<file path="src/rtl/core/bfa_pkg.sv">
// Shared constants, codes and types of the bitmap frame allocator.
// No dependencies; every other file of the block imports this package.
`default_nettype none

package bfa_pkg;

  // Bitmap geometry
  localparam int FRAME_CAPACITY = 65536;
  localparam int WORD_W         = 64;
  localparam int BIT_IDX_W      = $clog2(WORD_W);
  localparam int WORDS          = (FRAME_CAPACITY + WORD_W - 1) / WORD_W;
  localparam int WADDR_W        = $clog2(WORDS);
  localparam int CNT_W          = $clog2(WORDS + 1);

  // Field widths
  localparam int OP_W     = 2;
  localparam int FRAME_W  = 16;
  localparam int STATUS_W = 2;
  localparam int CFG_W    = 17;

  // Frame limit arithmetic is wide enough for both the register and the capacity
  localparam int CAP_W = $clog2(FRAME_CAPACITY + 1);
  localparam int LIM_W = (CAP_W > CFG_W) ? CAP_W : CFG_W;
  localparam logic [LIM_W-1:0] CAP_LIMIT = LIM_W'(FRAME_CAPACITY);

  // Register port
  localparam int APB_DATA_W = 32;
  localparam int APB_ADDR_W = 3;
  localparam int REG_IDX_W  = APB_ADDR_W - 2;
  localparam logic [REG_IDX_W-1:0] REG_TOTAL_FRAMES = REG_IDX_W'(0);

  // Operation codes
  localparam logic [OP_W-1:0] OP_ALLOC   = 2'd0;
  localparam logic [OP_W-1:0] OP_FREE    = 2'd1;
  localparam logic [OP_W-1:0] OP_RESERVE = 2'd2;

  // Status codes
  localparam logic [STATUS_W-1:0] ST_DONE   = 2'd0;
  localparam logic [STATUS_W-1:0] ST_OOM    = 2'd1;
  localparam logic [STATUS_W-1:0] ST_REJECT = 2'd2;

  typedef logic [WORD_W-1:0]  bfa_word_t;
  typedef logic [WADDR_W-1:0] bfa_waddr_t;

  // Command to the word update unit
  typedef struct packed {
    logic                 alloc;    // use the first clear bit
    logic                 clear;    // clear instead of set
    logic [BIT_IDX_W-1:0] bit_idx;  // bit for free / reserve
  } bfa_wop_t;

  // Search result of the word update unit
  typedef struct packed {
    logic                 full;
    logic [BIT_IDX_W-1:0] free_idx;
  } bfa_wres_t;

endpackage

`default_nettype wire

</file>
<file path="src/rtl/core/bfa_word_unit.sv">
// Shared word update unit: first-clear-bit search plus single-bit set/clear.
// Depends on bfa_pkg.
`default_nettype none

module bfa_word_unit (
  input  bfa_pkg::bfa_word_t  word_in,
  input  bfa_pkg::bfa_wop_t   wop,
  output bfa_pkg::bfa_wres_t  wres,
  output bfa_pkg::bfa_word_t  word_out
);
  import bfa_pkg::*;

  localparam int GRP_W     = 8;
  localparam int NGRP      = WORD_W / GRP_W;
  localparam int GRP_IDX_W = $clog2(GRP_W);
  localparam int GRP_SEL_W = $clog2(NGRP);

  logic [NGRP-1:0]      grp_full;
  logic [GRP_IDX_W-1:0] grp_idx [NGRP];
  logic [GRP_SEL_W-1:0] grp_sel;
  logic [BIT_IDX_W-1:0] sel_bit;
  bfa_word_t            mask;

  // Two-level search: lowest clear bit inside each byte, then lowest non-full byte
  always_comb begin
    for (int g = 0; g < NGRP; g++) begin
      grp_full[g] = &word_in[g*GRP_W +: GRP_W];
      grp_idx[g]  = '0;
      for (int b = GRP_W - 1; b >= 0; b--) begin
        if (!word_in[g*GRP_W + b]) begin
          grp_idx[g] = GRP_IDX_W'(b);
        end
      end
    end
    grp_sel = '0;
    for (int g = NGRP - 1; g >= 0; g--) begin
      if (!grp_full[g]) begin
        grp_sel = GRP_SEL_W'(g);
      end
    end
  end

  assign wres.full     = &word_in;
  assign wres.free_idx = {grp_sel, grp_idx[grp_sel]};

  assign sel_bit  = wop.alloc ? wres.free_idx : wop.bit_idx;
  assign mask     = WORD_W'(1) << sel_bit;
  assign word_out = wop.clear ? (word_in & ~mask) : (word_in | mask);

endmodule

`default_nettype wire

</file>
<file path="config.mk">
export PLATFORM = sky130hd
export DESIGN_NAME = bfa_word_unit
export DESIGN_NICKNAME = d
export VERILOG_FILES = /design/src/rtl/core/bfa_pkg.sv /design/src/rtl/core/bfa_word_unit.sv
export SDC_FILE = /design/constraint.sdc
export NUM_CORES = 1
export LEC_CHECK = 0
export BUFFER_PORTS_ARGS = -buffer_cell sky130_fd_sc_hd__buf_4
export CAP_MARGIN = 40
export CELL_PAD_IN_SITES_DETAIL_PLACEMENT = 1
export CELL_PAD_IN_SITES_GLOBAL_PLACEMENT = 1
export CORE_ASPECT_RATIO = 0.75
export CORE_MARGIN = 1.5
export CORE_UTILIZATION = 35
export DETAILED_ROUTE_END_ITERATION = 16
export MAX_ROUTING_LAYER = met4
export PLACE_DENSITY = 0.91
export SLEW_MARGIN = 40
export SYNTH_ARGS = -nofsm -noshare
export SYNTH_HDL_FRONTEND = slang
export SYNTH_SLANG_ARGS = --single-unit
export TNS_END_PERCENT = 20
</file>
<file path="constraint.sdc">
create_clock -name vclk -period 5.22
set_input_delay 0.783 -clock vclk [all_inputs]
set_output_delay 0.783 -clock vclk [all_outputs]
set_load 0.1 [all_outputs]
</file>
* Word-level counts from Yosys, hierarchy flattened *
Index checks and enable logic that the tools add are counted.

storage, ports and cells
  flip-flop bits (word level) = 0
  input port bits = 72
  output and inout bits = 71
  logic and storage cells = 92

operators by class
  $lt $le $gt $ge = 1
  shifts and indexed selects = 1
  muxes and demuxes = 77
  bitwise logic cells = 4
  reductions and logical operators = 9

operators by type and width
  kind                    count
  $mux W3                 74
  $and A64 B64 Y64        1
  $mux W64                1
  $not A64 Y64            1
  $or A64 B64 Y64         1
  $reduce_and A64 Y1      1
  $reduce_and A8 Y1       8
  $shl A1 B6 Y64 const A  1
  $bmux W3 S3             1
  $mux W6                 1
  $ge A4 B4 Y1 const B    1
  $not A3 Y4              1

* Longest topological paths before layout *
  depth in word-level cells = 18
  gate-level depth with buffers = 11

* Worst setup path after synthesis *
OpenSTA, ideal clock, no wires.

  path kind = input to output
  start = input port word_in[27]
  end = output port word_out[0]
  arrival = 6.476 ns
  slack = -2.039 ns
  cell stages on the path = 9
  path buffers = 2
  path through = nand4_1 or4_4 o211ai_2 a21oi_1 a211oi_1 o41ai_2 buf_4 buf_2 o41ai_1

RTL lines
  element      line                text
  from (decl)  bfa_word_unit.sv:6  input bfa_pkg::bfa_word_t word_in,
  to (decl)    bfa_word_unit.sv:9  output bfa_pkg::bfa_word_t word_out

* Worst setup path after layout *
  start = input port word_in[5]
  end = output port word_out[62]

on the way
  longest elaborated chain between the ends = 14
  elaborated cells on any way between the ends = 18
  classes of those cells = shift (1); mux (12); bitwise (4); reduce/logical (1)

RTL lines
  element                                     line                 text
  $mux W3 (6 in a row)                        bfa_word_unit.sv:30  if (!word_in[g*GRP_W + b]) begin
  $bmux W3 S3                                 bfa_word_unit.sv:44  assign wres.free_idx = {grp_sel, grp_idx[grp_sel]};
  $mux W3 (implied by the code) (2 in a row)  bfa_word_unit.sv:44
  $mux W6 (*)                                 bfa_word_unit.sv:46  assign sel_bit = wop.alloc ? wres.free_idx : wop.bit_idx;
  $shl A1 B6 Y64 (*)                          bfa_word_unit.sv:47  assign mask = WORD_W'(1) << sel_bit;
  $not A64 Y64                                bfa_word_unit.sv:48  assign word_out = wop.clear ? (word_in & ~mask) : (word_in | mask);
  $and A64 B64 Y64                            bfa_word_unit.sv:48
  $mux W64 (*)                                bfa_word_unit.sv:48

Every way passes the cells marked *; elsewhere a longest branch is shown, timed or not. The select of a mux whose other input is x is not followed.

==> reports/metrics.cfg <==
[floorplan]
chipWidth_um=106
start_util_pct=37.1
ios=143
fp.coreArea_mm2=0.00753
fp-row-count=27
dieHeight_um=80.4
die-area_mm2=0.00853

[grt]
grt_usage_pct=34.2
grt_pass1_vias=4295
grt_pass1_wl_mm=22.9
grt_max_degree=65
antenna_found_initial=0
grt_overflow_total=0

[critical_path]
crit_fanout=59
max_stage_delay_ns=0.79
start_kind=primary input
worstPathArrival_ns=4.29
slowest_stage=or4_1
cpMostUsedCell=buf_4
timing.critical_path.cells=buf_4, nand4_1, or4_1, nor4_4, o31ai_2, a31oi_1, o41ai_4, buf_12, nor3_1, mux2i_2, buf_4
worstSetupPathType=in2out
path_delay_family=simple AND/OR/NAND/NOR gates
critPathBufInv=3
timing.critical_path.to_type=primary output
crit_required_ns=4.44

[timing]
holdWs_ns=2.05
slew_violations=0
finalSetupTns_ns=0
relSlewSlack_pct=42.9
setup_viol=0
tightestPinTransition_ns=0.857
period_share_pct=97.1
max_freq_mhz=197
rsz0062_at_grt=no
period_needed_ns=5.07
finalHoldViolCount=0

[logic_synthesis]
synth_top_area_share_pct=10.1
ys.warnings.count=0
synth_nets=499
synth_commonest_cells=a31oi_1 (45), inv_1 (29), mux2i_1 (28)
avgSynthCellArea_um2=6.54
synth_cell_types=59
synth.cell_area_mm2=0.00279
seq_area_frac_synth_pct=0
synth_top_area_cell=a31oi_1
syn_inst=427
synth.area.top_cells=a31oi_1 (10%), mux2i_1 (10%), a41oi_1 (5.6%), o31ai_1 (5.4%), o41ai_1 (4.4%)
synth_most_common_cell=a31oi_1

[hold_path]
hold-path-endpoint=word_out[38]
min_delay_path_depth=4
min_from=word_in[38]
hold_path.class=in2out

[final_layout]
fin_nets=627
insertedDiodeCount=0
area_delta_synth_final_pct=63.1
final-seq-area_um2=0
drive_above_1_share_pct=47.7
clkbuf_count=0
design.seq.count=0

[placed_design]
dp_hpwl_mm=11.8
gp_congestion=0.951
numPortBuffers=143

[routing]
routed_wl_mm=14.7
drtIter0Drc=222
post_drt_via_cell_ratio=6.68
wl_met3_um=922
via_count=4368
ant_nets=0
wl_met1_mm=6.39
wl_met2_mm=6.89
top_layer=met4
drc=0
dr.pass1.iters=5
wl_per_cell_um=22.5

[clocking]
cts_hold_buf=0

[pwr]
p_int_mw=0.149
power.leakage_nw=1.76
p_sw_share_pct=74.1
clkPwrFrac_pct=0
ir_worst_vdd_v=0.0000829
p_comb_share_pct=100.0
seqPwrFrac_pct=0
powerDensity_mw_per_mm2=126
switching_power_mw=0.425
fin_total_pwr_mw=0.574

[run_status]
status=finished clean

[flow_run]
cap_violations=0

==> power groups by stage <==
stage | clock, mW | sequential, mW | combinational (mW)
finish | 0 | 0 | 0.574
detailed placement | 0 | 0 | 0.569
floorplan | 0 | 0 | 0.407
CTS | 0 | 0 | 0.570
global placement | 0 | 0 | 0.556
global route | 0 | 0 | 0.596
==> cells by family (layout without fill, tap and decap cells) <==
kind of cell,Yosys count,after routing,share of synthesized area (%)
AND/OR/NAND/NOR,146,146,31.1
AO/OA/AOI/OAI,184,184,47.8
buffers and inverters,69,195,11.0
multiplexers,28,28,10.0
==> what timing repair did <==
action / CTS / global route
gates resized for setup: 0 / 1
endpoints found under the setup margin: 0 / 2
endpoints found under the hold margin: 0 / 0
setup buffers: 0 / 0
==> layout by cell type (no fill, tap or decap), drive strengths merged, types with 3 or more instances in the layout <==
| cell type | count |
|---|---|
| or2 | 3 |
| buf | 166 |
| or4 | 5 |
| and3 | 9 |
| nor2b | 3 |
| nand2b | 4 |
| nor4 | 6 |
| a21oi | 19 |
| a41oi | 18 |
| nand2 | 26 |
| a211oi | 8 |
| nor3 | 33 |
| and4 | 6 |
| inv | 29 |
| mux2i | 28 |
| o211ai | 11 |
| nand3 | 17 |
| nand4 | 16 |
| o31ai | 23 |
| o21ai | 22 |
| nor2 | 13 |
| a31o | 3 |
| o41ai | 15 |
| a31oi | 45 |
==> metrics by stage <==
stage	setup WS, ns	cell area (um^2)	utilization, %	cells
5_1_grt	0.0673	4550	60.5	654
4_1_cts	0.178	4550	60.4	654
3_5_place_dp	0.193	4550	60.4	654
2_1_floorplan	-0.475	3300	-	427
3_3_place_gp	0.294	4540	60.3	654
6_report	0.150	4550	60.5	654
==> worst max-delay path by stage <==
stage                 from           end  cells past startpoint  slack, ns
3_3_place_gp    word_in[5]   word_out[7]                     10       0.29
4_1_cts        word_in[27]  word_out[62]                     10       0.18
3_5_place_dp   word_in[27]  word_out[62]                     10       0.19
2_1_floorplan  word_in[35]  word_out[43]                     10      -0.47
6_report        word_in[5]  word_out[62]                     11       0.15
5_1_grt         word_in[5]  word_out[62]                     11       0.07
==> layout make-up <==
cell class         instances  area [um^2]
well taps                101          126
multi-input cells        358         3020
inverters                 29          109
repair buffers           166         1300
fillers                  942         2980
==> layer usage <==
layer | vias to the layer above | track usage (%)
met5 | - | -
met4 | 0 | 11.5
met2 | 197 | 58.7
met3 | 44 | 3.33
met1 | 2128 | 42.4
li1 | 1999 | -
(Power assumes the default switching activity.)
